===== src/rtl/dfrw_pkg.sv =====
// Package: constants, types and register codes of the delayed-feedback random walk.
`timescale 1ns / 1ps
package dfrw_pkg;

    // Walk parameters
    localparam int HALF_RANGE = 10;
    localparam int DELAY_A    = 4;
    localparam int DELAY_B    = 0;
    localparam int HIST_DEPTH = ((DELAY_A > DELAY_B) ? DELAY_A : DELAY_B) + 1;

    // Internal position width: enough for +/-HALF_RANGE in two's complement
    localparam int POS_W = $clog2(HALF_RANGE + 1) + 1;
    // Compare width: covers the position and the negated threshold
    localparam int CMP_W = ((POS_W > 7) ? POS_W : 7) + 1;

    // Field widths
    localparam int FRAC_W     = 16;
    localparam int OUT_W      = 5;
    localparam int THR_W      = 6;
    localparam int BIAS_W     = 15;
    localparam int PROB_W     = FRAC_W + 1;
    localparam int S_TDATA_W  = 16;
    localparam int M_TDATA_W  = 8;
    localparam int CFG_IDX_W  = 8;
    localparam int CFG_DATA_W = 16;

    localparam logic [PROB_W-1:0] HALF_PROB  = PROB_W'(32768);
    localparam logic [BIAS_W-1:0] BIAS_RESET = BIAS_W'(32440);
    localparam logic [THR_W-1:0]  THR_RESET  = '0;

    localparam logic signed [POS_W:0] POS_MAX_WIDE = (POS_W + 1)'(HALF_RANGE);
    localparam logic signed [POS_W:0] POS_MIN_WIDE = -((POS_W + 1)'(HALF_RANGE));

    typedef logic signed [POS_W-1:0] pos_t;

    // Register indexes
    typedef enum logic [CFG_IDX_W-1:0] {
        REG_THRESHOLD = CFG_IDX_W'(0),
        REG_BIAS      = CFG_IDX_W'(1)
    } reg_idx_t;

    typedef struct packed {
        logic [THR_W-1:0]  threshold;
        logic [BIAS_W-1:0] bias;
    } cfg_t;

    typedef struct packed {
        logic drive_a;
        logic drive_b;
        logic step_up;
    } step_stat_t;

endpackage


===== src/rtl/dfrw_cell.sv =====
// One history cell: holds one past position and hands it on at each step.
`timescale 1ns / 1ps
module dfrw_cell
    import dfrw_pkg::*;
(
    input  logic aclk,
    input  logic aresetn,
    input  logic shift_en,
    input  pos_t rst_value,
    input  pos_t d_in,
    output pos_t q_out
);

    pos_t pos_reg;
    pos_t pos_next;

    always_comb begin
        pos_next = pos_reg;
        if (shift_en) begin
            pos_next = d_in;
        end
    end

    always_ff @(posedge aclk) begin
        if (!aresetn) begin
            pos_reg <= rst_value;
        end else begin
            pos_reg <= pos_next;
        end
    end

    assign q_out = pos_reg;

endmodule


===== src/rtl/dfrw_step.sv =====
// Step logic: drive terms, up-probability, compare and saturating move.
`timescale 1ns / 1ps
module dfrw_step
    import dfrw_pkg::*;
(
    input  cfg_t               cfg,
    input  logic [FRAC_W-1:0]  frac,
    input  pos_t               pos_now,
    input  pos_t               pos_dly_a,
    input  pos_t               pos_dly_b,
    output pos_t               pos_new,
    output step_stat_t         stat
);

    logic signed [CMP_W-1:0] thr_s;
    logic signed [CMP_W-1:0] dly_a_s;
    logic signed [CMP_W-1:0] dly_b_s;
    logic                    drive_a;
    logic                    drive_b;
    logic [PROB_W-1:0]       prob;
    logic                    step_up;
    logic signed [POS_W:0]   wide;

    assign thr_s   = signed'(CMP_W'(cfg.threshold));
    assign dly_a_s = CMP_W'(pos_dly_a);
    assign dly_b_s = CMP_W'(pos_dly_b);
    assign drive_a = (dly_a_s <= thr_s);
    assign drive_b = (dly_b_s >= -thr_s);

    always_comb begin
        case ({drive_a, drive_b})
            2'b10:   prob = HALF_PROB + PROB_W'(cfg.bias);
            2'b01:   prob = HALF_PROB - PROB_W'(cfg.bias);
            default: prob = HALF_PROB;
        endcase
    end

    assign step_up = (PROB_W'(frac) < prob);

    always_comb begin
        if (step_up) begin
            wide = (POS_W + 1)'(pos_now) + (POS_W + 1)'(1);
            if (wide > POS_MAX_WIDE) begin
                wide = POS_MAX_WIDE;
            end
        end else begin
            wide = (POS_W + 1)'(pos_now) - (POS_W + 1)'(1);
            if (wide < POS_MIN_WIDE) begin
                wide = POS_MIN_WIDE;
            end
        end
    end

    assign pos_new = wide[POS_W-1:0];

    assign stat.drive_a = drive_a;
    assign stat.drive_b = drive_b;
    assign stat.step_up = step_up;

endmodule


===== src/rtl/delayed_feedback_random_walk.sv =====
// Top level: bounded random walk with delayed step-function feedback.
`timescale 1ns / 1ps
// Each input word carries one uniform random fraction (Q0.16) and yields one
// output word holding the new walk position (5-bit two's complement). The
// walk moves +1 when the fraction is below the up-probability and -1
// otherwise, saturating at +/-HALF_RANGE. The up-probability is one half,
// shifted up by bias when only drive A holds (position DELAY_A steps back at
// most threshold) and down by bias when only drive B holds (position DELAY_B
// steps back at least minus threshold). History lives in a row of cells, one
// per past position, shifting once per accepted word. One word is taken per
// clock while the output side keeps taking words: the whole step is
// combinational logic from the newest cell back into it, and the result is
// registered in the cycle after the accept. A single output register holds
// the result; while it is full and not taken, input is stalled. History
// resets to zeros with the newest position at one; threshold resets to 0 and
// bias to 32440. Configuration writes (index 0: threshold, index 1: bias,
// others ignored) are always accepted and must be made while the block idles.
module delayed_feedback_random_walk
    import dfrw_pkg::*;
(
    input  logic                  aclk,
    input  logic                  aresetn,
    // input stream
    input  logic                  s_tvalid,
    output logic                  s_tready,
    input  logic [S_TDATA_W-1:0]  s_tdata,   // [15:0] random_fraction
    // result stream
    output logic                  m_tvalid,
    input  logic                  m_tready,
    output logic [M_TDATA_W-1:0]  m_tdata,   // [4:0] position, [7:5] zero
    // configuration write
    input  logic                  cfg_valid,
    output logic                  cfg_ready,
    input  logic [CFG_IDX_W-1:0]  cfg_index,
    input  logic [CFG_DATA_W-1:0] cfg_data
);

    cfg_t       cfg_reg;
    cfg_t       cfg_next;
    logic       m_valid_reg;
    logic       m_valid_next;
    logic [OUT_W-1:0] m_pos_reg;
    logic [OUT_W-1:0] m_pos_next;

    pos_t       hist [HIST_DEPTH];
    pos_t       pos_new;
    step_stat_t stat;
    logic       accept;

    // Configuration: always ready; unknown indexes drop silently
    assign cfg_ready = 1'b1;

    always_comb begin
        cfg_next = cfg_reg;
        if (cfg_valid) begin
            case (cfg_index)
                REG_THRESHOLD: cfg_next.threshold = cfg_data[THR_W-1:0];
                REG_BIAS:      cfg_next.bias      = cfg_data[BIAS_W-1:0];
                default:       cfg_next = cfg_reg;
            endcase
        end
    end

    always_ff @(posedge aclk) begin
        if (!aresetn) begin
            cfg_reg.threshold <= THR_RESET;
            cfg_reg.bias      <= BIAS_RESET;
        end else begin
            cfg_reg <= cfg_next;
        end
    end

    // Accept whenever the output register is empty or being drained
    assign s_tready = !m_valid_reg || m_tready;
    assign accept   = s_tvalid && s_tready;

    // History row: the newest cell takes the new position, the rest shift on
    for (genvar k = 0; k < HIST_DEPTH; k++) begin : g_hist
        pos_t cell_in;
        pos_t cell_rst;
        if (k == 0) begin : g_head
            assign cell_in  = pos_new;
            assign cell_rst = POS_W'(1);
        end else begin : g_body
            assign cell_in  = hist[k-1];
            assign cell_rst = '0;
        end
        dfrw_cell u_cell (
            .aclk      (aclk),
            .aresetn   (aresetn),
            .shift_en  (accept),
            .rst_value (cell_rst),
            .d_in      (cell_in),
            .q_out     (hist[k])
        );
    end

    dfrw_step u_step (
        .cfg       (cfg_reg),
        .frac      (s_tdata[FRAC_W-1:0]),
        .pos_now   (hist[0]),
        .pos_dly_a (hist[DELAY_A]),
        .pos_dly_b (hist[DELAY_B]),
        .pos_new   (pos_new),
        .stat      (stat)
    );

    // Output register: load on accept, drop when taken
    always_comb begin
        m_valid_next = m_valid_reg;
        m_pos_next   = m_pos_reg;
        if (accept) begin
            m_valid_next = 1'b1;
            m_pos_next   = OUT_W'(pos_new);
        end else if (m_tready) begin
            m_valid_next = 1'b0;
        end
    end

    always_ff @(posedge aclk) begin
        if (!aresetn) begin
            m_valid_reg <= 1'b0;
        end else begin
            m_valid_reg <= m_valid_next;
        end
    end

    always_ff @(posedge aclk) begin
        m_pos_reg <= m_pos_next;
    end

    assign m_tvalid = m_valid_reg;
    assign m_tdata  = {{(M_TDATA_W - OUT_W){1'b0}}, m_pos_reg};

    // Position never leaves the walk range
    a_pos_range: assert property (@(posedge aclk) disable iff (!aresetn)
        ((POS_W + 1)'(hist[0]) <= POS_MAX_WIDE) && ((POS_W + 1)'(hist[0]) >= POS_MIN_WIDE))
        else $error("walk position out of range");

    // An accepted up step below the upper rail moves the newest position up by one
    a_step_dir: assert property (@(posedge aclk) disable iff (!aresetn)
        accept && stat.step_up && ((POS_W + 1)'(hist[0]) != POS_MAX_WIDE)
        |=> (hist[0] == $past(hist[0]) + POS_W'(1)))
        else $error("up step not taken");

    // The output word after an accept is the new newest position
    a_out_match: assert property (@(posedge aclk) disable iff (!aresetn)
        accept |=> m_tvalid && (m_pos_reg == OUT_W'(hist[0])))
        else $error("output word does not match history head");

    // The newest position holds while nothing is accepted
    a_hist_hold: assert property (@(posedge aclk) disable iff (!aresetn)
        !accept |=> $stable(hist[0]))
        else $error("history moved without an accepted word");

endmodule


===== config.mk =====
export PLATFORM = sky130hd
export DESIGN_NAME = delayed_feedback_random_walk
export DESIGN_NICKNAME = d
export VERILOG_FILES = /design/src/rtl/dfrw_pkg.sv /design/src/rtl/dfrw_cell.sv /design/src/rtl/dfrw_step.sv /design/src/rtl/delayed_feedback_random_walk.sv
export SDC_FILE = /design/constraint.sdc
export NUM_CORES = 1
export LEC_CHECK = 0
export BUFFER_PORTS_ARGS = -buffer_cell sky130_fd_sc_hd__buf_2
export CAP_MARGIN = 30
export CORE_MARGIN = 2
export CORE_UTILIZATION = 59
export CTS_BUF_LIST = sky130_fd_sc_hd__clkbuf_4 sky130_fd_sc_hd__clkbuf_8
export DETAILED_ROUTE_END_ITERATION = 16
export PLACE_DENSITY = 0.91
export SLEW_MARGIN = 30
export SYNTH_ARGS = -nofsm -noshare
export SYNTH_HDL_FRONTEND = slang
export SYNTH_SLANG_ARGS = --single-unit

===== constraint.sdc =====
create_clock -name aclk -period 9.1 [get_ports aclk]
set_clock_uncertainty 0.15 [all_clocks]
set_input_delay 0.91 -clock aclk [delete_from_list [all_inputs] [get_ports aclk]]
set_output_delay 0.91 -clock aclk [all_outputs]
set_load 0.02 [all_outputs]

Word level (Yosys, flattened, before mapping)
Cells that the tools add are included.
{"block": "classes", "addsub": 5, "magnitude_cmp": 5, "n_eq_ne": 3, "n_mux": 6, "n_reduce_logical": 7}
{"operator": "$pmux W17 S2", "n": 1}
{"operator": "$add A16 B15 Y17 const A", "n": 1}
{"operator": "$lt A16 B17 Y1", "n": 1}
{"operator": "$sub A16 B15 Y17 const A", "n": 1}
{"operator": "$mux W5", "n": 3}
{"operator": "$eq A8 B1 Y1 const B", "n": 1}
{"operator": "$ge A5 B8 Y1", "n": 1}
{"operator": "$logic_not A8 Y1", "n": 1}
{"operator": "$neg A6 Y8", "n": 1}
{"operator": "$le A5 B7 Y1", "n": 1}
{"operator": "$add A5 B2 Y6 const B", "n": 1}
{"operator": "$gt A6 B5 Y1 const B", "n": 1}
{"operator": "$lt A6 B5 Y1 const B", "n": 1}
{"operator": "$sub A5 B2 Y6 const B", "n": 1}
{"operator": "$reduce_and A2 Y1", "n": 2}
{"operator": "$eq A2 B1 Y1 const B", "n": 1}
{"operator": "$eq A2 B2 Y1 const B", "n": 1}
{"operator": "$mux W1", "n": 2}
{"operator": "$reduce_bool A2 Y1", "n": 1}
{"operator": "$logic_and A1 B1 Y1", "n": 1}
{"operator": "$logic_not A1 Y1", "n": 1}
{"operator": "$logic_or A1 B1 Y1", "n": 1}
{"block": "totals", "ff_bits": 52, "inputBits": 45, "output_inout_bits": 11, "wordCells": 35}

Longest topological paths before layout
Gate-level depths: netlist of run 1.
{"block": "depth", "depth_word": 6, "ltp_mapped": 24, "depth_no_buf": 21}

Modules after synthesis
Synthesis of run 1 repeated with hierarchy kept, for this count alone.
{"block": "hier_totals", "hier_cells": 391, "hier_area_um2": 3821.2}
{"module": "dfrw_step", "n_inst": 1, "cells_each": 229, "area_per_inst_um2": 1614.0, "seq_area_each_um2": 0.0}
{"module": "delayed_feedback_random_walk", "n_inst": 1, "cells_each": 107, "area_per_inst_um2": 1143.6, "seq_area_each_um2": 590.6}
{"module": "dfrw_cell", "n_inst": 5, "cells_each": 11, "area_per_inst_um2": 212.7, "seq_area_each_um2": 150.1}

Worst setup path before layout of run 1
No wires, ideal clock.
{"block": "synth_timing", "path_type": "register -> register", "startpoint": "reg g_hist[0].u_cell.pos_reg[0]", "endpoint": "reg g_hist[0].u_cell.pos_reg[2]", "setup_time_ps": 116, "arrival_ps": 4522, "required_time_ps": 8834, "path_slack_ps": 4311, "stages_incl_launch_ff": 23, "n_path_buf": 4, "synth_period_minus_slack_ps": 4789, "cell_sequence": "dfxtp_1 > clkbuf_1 > inv_1 > ha_1 > nand2b_1 > a21oi_1 > nor2b_1 > o21ai_0 > a21oi_1 > o31a_1 > ha_1 > clkbuf_1 > clkbuf_1 > a22oi_1 > or2_2 > ha_1 > or4b_1 > o22ai_1 > o21ai_1 > a2111o_1 > buf_6 > mux2_4 > o211a_1"}
{"block": "synth_between", "elab_chain_cells": 5, "word_cells_on_any_way": 12, "cone_classes": "add/sub (2); order compare (4); eq/ne (2); mux (4)"}
{"item": "start: declaration", "line_no": "dfrw_cell.sv:14", "rtl": "pos_t pos_reg;"}
{"item": "start signal: assignment", "line_no": "dfrw_cell.sv:26", "rtl": "pos_reg <= rst_value;"}
{"item": "start signal: assignment", "line_no": "dfrw_cell.sv:28", "rtl": "pos_reg <= pos_next;"}
{"item": "$ge A5 B8 Y1", "line_no": "dfrw_step.sv:28", "rtl": "assign drive_b = (dly_b_s >= -thr_s);"}
{"item": "$eq A2 B1 Y1 / $eq A2 B2 Y1 (equally long branches)", "line_no": "dfrw_step.sv:31", "rtl": "case ({drive_a, drive_b})"}
{"item": "$pmux W17 S2", "line_no": "dfrw_step.sv:31"}
{"item": "$lt A16 B17 Y1", "line_no": "dfrw_step.sv:38", "rtl": "assign step_up = (PROB_W'(frac) < prob);"}
{"item": "$mux W5 (*)", "line_no": "dfrw_step.sv:41", "rtl": "if (step_up) begin"}
{"item": "via g_hist[0].cell_in[2]", "line_no": "delayed_feedback_random_walk.sv:79", "rtl": "pos_t cell_in;"}
Mark *: on every way through the listed nets, which the timed path passes. The rest lies on a longest branch.
A chain may end at the register's enable or synchronous reset.

Worst setup path after layout of run 1
{"block": "layout_timing", "startpoint": "reg cfg_reg[17] (netlist name)", "endpoint": "reg g_hist[0].u_cell.pos_reg[2]"}
{"block": "layout_between", "elab_chain_cells": 6, "word_cells_on_any_way": 8, "cone_classes": "add/sub (1); order compare (3); eq/ne (2); mux (2)"}
{"item": "start: declaration", "line_no": "delayed_feedback_random_walk.sv:38", "rtl": "cfg_t cfg_reg;"}
{"item": "start signal: assignment", "line_no": "delayed_feedback_random_walk.sv:69", "rtl": "cfg_reg <= cfg_next;"}
{"item": "$neg A6 Y8", "line_no": "dfrw_step.sv:28"}
{"item": "$ge A5 B8 Y1", "line_no": "dfrw_step.sv:28"}
{"item": "$eq A2 B1 Y1 / $eq A2 B2 Y1 (equally long branches)", "line_no": "dfrw_step.sv:31"}
{"item": "$pmux W17 S2 (*)", "line_no": "dfrw_step.sv:31"}
{"item": "$lt A16 B17 Y1 (*)", "line_no": "dfrw_step.sv:38"}
{"item": "$mux W5 (*)", "line_no": "dfrw_step.sv:41"}
{"item": "via g_hist[0].cell_in[2]", "line_no": "delayed_feedback_random_walk.sv:79"}
Marked as above.

==> impl_metrics.ini, run 1 <==
[outcome]
outcome = finished, final reports clean

[global_routing]
grt_antenna_before_repair = 0
grt_max_degree = 37
gr-total-overflow = 0
grt_use_met3 = 0.0429
grt_pass1_wl_um = 12600
grt_use_total = 0.240
met1_usage = 0.281
grt_use_met2 = 0.432
top_usage_layer = met2
grt_pass1_vias = 2920

[synth]
yosys_warnings = 0
syn_area_mm2 = 0.00354
synth_top_area_share = 0.266
synth_compound_area_frac = 0.167
synth_edf_count = 5
synth-simple-area-share = 0.243
ys.flop_type = dfxtp_1
yosys-top-cells-area = dfxtp_1 27%, ha_1 13%, nand2_1 8.6%, mux2i_1 6.5%, a21oi_1 6.1%
ys_seq_area_frac = 0.308
synth_xor_area_frac = 0.0148
synth.largest_area_cell = dfxtp_1
synthMuxAreaShare = 0.0798
syn_avg_cell_area_um2 = 7.98
synth.distinct_cells = 58
synthArstFlopShare = 0
synth_fa_ha_area_frac = 0.131
ys_seq_elements = 52
netlist_instances = 444
synth_top_family_by_area = simple AND/OR/NAND/NOR gates

[detailed_routing]
dr.pass1.iters = 4
viasPerCell = 5.80
drtIter0Drc = 158
ant_nets = 0
post_drt_wl_per_cell_um = 13.8
dr_total_vias = 3226
drt-total-wl_um = 7690
drc = 0

[worst_setup_path]
crit_path_cell_trace = nor3_1 > nand3_1 > nor2_1 > ha_1 > inv_1 > or3_1 > nor2_1 > a21oi_1 > o31a_1 > ha_1 > a22oi_1 > or2_2 > ha_1 > or4b_1 > o22ai_1 > o21ai_1 > a2111o_1 > mux2_4 > o211a_1
critPathSlowestCell = ha_1
cp_data_arrival_time_ns = 5.59
required_ns = 9.16
crit_type = reg -> reg
cp_slowest_stage_delay_ns = 0.71
worst_setup_path_start_kind = flop
critPathMaxFanout = 28
crit_path_frequent_cell = ha_1
cp-end-kind = flop

[sta]
min_period_over_period = 0.607
fin_ws_ns = 3.57
setup-tns-final_ns = 0
worst_pin_slew_ns = 0.967
relSlewSlack = 0.353
min_period_ns = 5.53
hold_viol_final = 0
fmax_mhz = 181
rsz0062_at_grt = false
slew_viol_final = 0
setup_viol = 0

[placed_design]
dpl_worst_slack_ns = 3.64
dp_hpwl_um = 5610
gp_congestion = 0.864
portBuffers = 50
placed_area_mm2 = 0.00379

[clock_network]
post_cts_resized = 0
clockBufferDepth = 2
cts.sinks = 52
holdBufCountCts = 0
cts_max_level = 2
clk_latency_ns = 0.32
cts_tree = done
cts_buffers = 5
cts_root_buf = clkbuf_8
cts_setup_buffers = 0
path_clk_slew_ns = 0.10

[floorplanning]
initial_core_util = 0.606
die_h_um = 81.5
die_area_mm2 = 0.00664
core_area_mm2 = 0.00585
num_io_pins = 56
fp.dieW_um = 81.5
rows = 28

[power_and_ir_drop]
p_leak_nw = 1.72
power_frac_seq = 0.375
sw_frac_of_total = 0.386
peakVddDrop_mv = 0.134
power_density_mw_per_mm2 = 190
intPower_uw = 452
power.share.clock = 0.183
p_sw_uw = 285
p_comb_frac = 0.442

[cells_and_area]
drive_above_1_share = 0.146
num_antenna_cells = 0
final_cell_area_mm2 = 0.00388
largest_reg_flops = 25
synthToLayoutAreaGrowth_pct = 9.53
nNetsFinal = 562

[hold_path]
min_path_type = reg -> reg

[job]
cap_violations = 0
-- per-layer routing --
| layer | share of wire | vias up |
|---|---|---|
| met5 | 0 | - |
| met4 | 0.021 | 0 |
| met3 | 0.057 | 12 |
| met2 | 0.50 | 99 |
| met1 | 0.42 | 1495 |
| li1 | - | 1620 |
-- cells in the final DEF (no fill, tap or decap), types with 6 or more instances in the layout --
| cell | count |
|---|---|
| ha_1 | 37 |
| buf_2 | 50 |
| mux2i_1 | 23 |
| nand2b_1 | 8 |
| and3_1 | 6 |
| nor2_1 | 29 |
| nand3_1 | 9 |
| nor3_1 | 9 |
| or2_2 | 7 |
| a21oi_1 | 43 |
| dfxtp_1 | 47 |
| inv_1 | 21 |
| o21ai_0 | 10 |
| nor3b_1 | 6 |
| a21o_1 | 7 |
| nand2_1 | 81 |
-- power groups by stage --
| stage | clock network, mW | registers [mW] | logic, mW |
|---|---|---|---|
| after detailed placement | 0 | 0.281 | 0.323 |
| after global routing | 0.148 | 0.280 | 0.360 |
| after floorplan | 0 | 0.283 | 0.253 |
| after CTS | 0.138 | 0.276 | 0.326 |
| final | 0.135 | 0.276 | 0.326 |
| after global placement | 0 | 0.280 | 0.311 |
-- cell usage after synthesis (all sizes together), types with 2 or more instances --
master / count
nor3: 9
nor2: 29
inv: 21
a311o: 4
and3: 6
mux2: 4
nor3b: 6
nor4b: 2
a21o: 7
conb: 2
a31oi: 4
nand3: 9
nor2b: 4
or3: 4
nor4: 2
xor2: 2
nand4: 4
buf: 7
nand2b: 8
o31ai: 2
ha: 37
clkbuf: 17
and4: 2
o22ai: 2
mux2i: 23
xnor2: 4
a221o: 2
dfxtp: 47
a21oi: 43
nand2: 81
edfxtp: 5
a211oi: 2
o21ai: 12
a22oi: 2
and2: 5
or2: 7
-- per-stage QoR --
stage               utilization  hold slack, ns  power [mW]  cells
floorplan                     -           0.282       0.536    446
global placement          0.648           0.287       0.590    548
CTS                       0.663           0.310       0.739    556
global route              0.663           0.325       0.788    556
detailed placement        0.648           0.296       0.604    548
finish                    0.663           0.308       0.737    556
-- final cells by class --
class                           instances  area [µm²]
Inverter                               22        82.6
Sequential cell                        52        1090
Tap cell                               75        93.8
Clock buffer                            5        68.8
Clock inverter                          3        22.5
Multi-Input combinational cell        348        2260
Timing Repair Buffer                   51         258
Fill cell                             476        1970
-- final timing paths --
path                                          startpoint                                endpoint  slack, ns  depth (start not counted)
hold / removal    g_hist[2].u_cell.q_out[0]$_SDFFE_PN0P_  g_hist[3].u_cell.q_out[0]$_SDFFE_PN0P_       0.31                          2
setup / recovery                cfg_reg[17]$_SDFFE_PN0P_  g_hist[0].u_cell.q_out[2]$_SDFFE_PN0P_       3.57                         19
hold reg to reg   g_hist[2].u_cell.q_out[0]$_SDFFE_PN0P_  g_hist[3].u_cell.q_out[0]$_SDFFE_PN0P_       0.31                          2
setup reg to reg                cfg_reg[17]$_SDFFE_PN0P_  g_hist[0].u_cell.q_out[2]$_SDFFE_PN0P_       3.57                         19
-- cell families (layout without fill, tap and decap cells) --
| family | after synthesis | count (layout) |
|---|---|---|
| and+or+nand+nor | 181 | 181 |
| AOI/OAI and AO/OA | 93 | 93 |
| DFF | 52 | 52 |
| buffers and inverters | 46 | 81 |
| adders and majority gates | 37 | 37 |
| muxes | 27 | 27 |
| xor gates and xnor gates | 6 | 6 |
| other | 2 | 4 |
-- worst max-delay path: cells and delay by family, from the launching register on --
kind / cells / cell delay [ns]
buffers and inverters: 1 / 0.08
AOI/OAI and AO/OA: 7 / 1.64
DFF: 1 / 0.38
adders and majority gates: 3 / 1.14
muxes: 1 / 0.37
and+or+nand+nor: 7 / 1.66
No activity file was read; power rests on OpenSTA's default activity.
==> run 2: changes to the inputs <==
==> constraint.sdc (replaced) <==
create_clock -name aclk -period 5.15 [get_ports aclk]
set_clock_uncertainty 0.15 [all_clocks]
set_input_delay 0.515 -clock aclk [delete_from_list [all_inputs] [get_ports aclk]]
set_output_delay 0.515 -clock aclk [all_outputs]
set_load 0.02 [all_outputs]
==> impl_metrics.ini, run 2 (synthesis gave the netlist of run 1 again) <==
[worst_setup_path]
critPathMaxFanout = 5
cp_slowest_stage_delay_ns = 0.53
path_depth = 21
crit_buf_inv = 3
rr_worst_depth = 21
r2r_slack_ns = 0.27
endpoint = g_hist[0].u_cell.q_out[2]$_SDFFE_PN0P_
critPathSlowestCell = a2111o_2
rr_endpoint = g_hist[0].u_cell.q_out[2]$_SDFFE_PN0P_
crit_type = reg -> reg
crit_path_frequent_cell = a21oi_1
critical_path.startpoint = cfg_reg[16]$_SDFFE_PN0P_
worst_setup_path_start_kind = flop
cp-end-kind = flop
cp_data_arrival_time_ns = 4.95
required_ns = 5.22
crit_path_cell_trace = inv_1 > ha_2 > inv_1 > ha_1 > a21oi_1 > nor2b_1 > o21ai_0 > a21oi_1 > o31ai_1 > ha_2 > buf_4 > a21o_1 > a21oi_1 > or2_2 > ha_1 > and3_1 > a221oi_2 > o21ai_2 > a2111o_2 > mux2_4 > o211a_1
critical_path.top_delay_family = compound AO/OA/AOI/OAI gates
r2r-start = cfg_reg[16]$_SDFFE_PN0P_

[placed_design]
portBuffers = 50
gp_congestion = 0.951
dp_hpwl_um = 5880
dpl_worst_slack_ns = 0.232

[floorplanning]
die_h_um = 81.5
num_io_pins = 56
initial_core_util = 0.606
die_area_mm2 = 0.00664
rows = 28
fp.dieW_um = 81.5
core_area_mm2 = 0.00585

[outcome]
outcome = finished, final reports clean

[cells_and_area]
finish.utilization = 0.685
num_antenna_cells = 0
fill_cells = 480
mostFrequentLayoutCell = nand2_1
drive_above_1_share = 0.183
multi_input_comb_area_mm2 = 0.00230
synthToLayoutAreaGrowth_pct = 13.0
nNetsFinal = 573
regArea_mm2 = 0.00109
largest_reg_flops = 25
final_cell_mix = 80 x nand2_1, 50 x buf_2, 46 x dfxtp_1, 42 x a21oi_1, 34 x ha_1

[detailed_routing]
dr.pass1.iters = 5
post_drt_wl_per_cell_um = 14.7
ant_nets = 0
dr_total_vias = 3286
drt-total-wl_um = 8330
drc = 0
viasPerCell = 5.80
drtIter0Drc = 160

[clock_network]
clockBufferDepth = 2
cts_tree = done
cts.sinks = 52
cts_max_level = 2
path_clk_slew_ns = 0.10
cts_buffers = 5
cts_root_buf = clkbuf_8
clk_latency_ns = 0.32

[power_and_ir_drop]
p_sw_uw = 543
p_leak_nw = 1.77
power_frac_seq = 0.346
intPower_uw = 852
peakVddDrop_mv = 0.278
power.share.clock = 0.179
sw_frac_of_total = 0.389
p_comb_frac = 0.475
power_density_mw_per_mm2 = 348

[sta]
slew_viol_final = 0
fin_ws_ns = 0.268
min_period_over_period = 0.948
hold_viol_final = 0
fmax_mhz = 205
worst_pin_slew_ns = 0.960
setup_viol = 0
min_period_ns = 4.88
relSlewSlack = 0.358

[hold_path]
whs_path_depth = 3
hp-start = cfg_data[13]
min_path_type = in -> reg

[global_routing]
gr-total-overflow = 0
grt_max_degree = 37
grt_use_total = 0.239
grt_antenna_before_repair = 0
grt_pass1_vias = 2864
grt_pass1_wl_um = 12500

[job]
cap_violations = 0
## run 2: timing repair
item	in CTS	in global routing
buffers inserted	0	2
hold buffers	0	0
setup endpoints to repair	0	9
gates resized for setup	0	10
endpoints found under the hold margin	0	0
## run 2: stage by stage
step	cell area, µm²	hold WS, ns	total power [mW]	cells	setup TNS (ns)
detailed placement	3850	0.294	1.10	556	0
floorplan	3550	0.282	0.947	446	0
global route	4010	0.245	1.49	567	-0.0610
finish	4010	0.253	1.39	567	0
global placement	3850	0.286	1.07	556	0
CTS	3950	0.250	1.34	564	0
## run 2: power by group through the flow
stage / registers, mW / logic [mW] / clock network, mW
after CTS: 0.482 / 0.609 / 0.251
after floorplan: 0.500 / 0.447 / 0
after global placement: 0.490 / 0.582 / 0
final: 0.483 / 0.662 / 0.249
after detailed placement: 0.490 / 0.606 / 0
after global routing: 0.488 / 0.735 / 0.265
## run 2: cell type report
| cell class | instances | share of cell area |
|---|---|---|
| inverter | 22 | 0.0206 |
| clock inverter | 3 | 0.00656 |
| sequential | 52 | 0.273 |
| timing repair buffer | 61 | 0.0840 |
| tap | 75 | 0.0234 |
| clock buffer | 5 | 0.0172 |
| multi-input combinational | 349 | 0.575 |
## run 2: how the worst min path moves through the flow
| stage | end | slack [ns] |
|---|---|---|
| 6_report | cfg_reg[13]$_SDFFE_PN1P_ | 0.25 |
| 5_1_grt | cfg_reg[13]$_SDFFE_PN1P_ | 0.24 |
| 4_1_cts | cfg_reg[13]$_SDFFE_PN1P_ | 0.25 |
| 3_5_place_dp | g_hist[4].u_cell.q_out[2]$_SDFFE_PN0P_ | 0.29 |
| 3_3_place_gp | g_hist[3].u_cell.q_out[0]$_SDFFE_PN0P_ | 0.29 |
| 2_1_floorplan | g_hist[2].u_cell.q_out[0]$_SDFFE_PN0P_ | 0.28 |
## run 2: worst min-delay path, cell delays in order
cell	delay, ns
buf_2	0.08
mux2i_1	0.05
nand2_1	0.06
## run 2: layer usage
layer / share of wire / vias up / GRT usage
li1: - / 1654 / -
met1: 0.43 / 1504 / 0.294
met2: 0.50 / 103 / 0.431
met3: 0.050 / 25 / 0.0352
met4: 0.021 / 0 / 0.0695
met5: 0 / - / 0
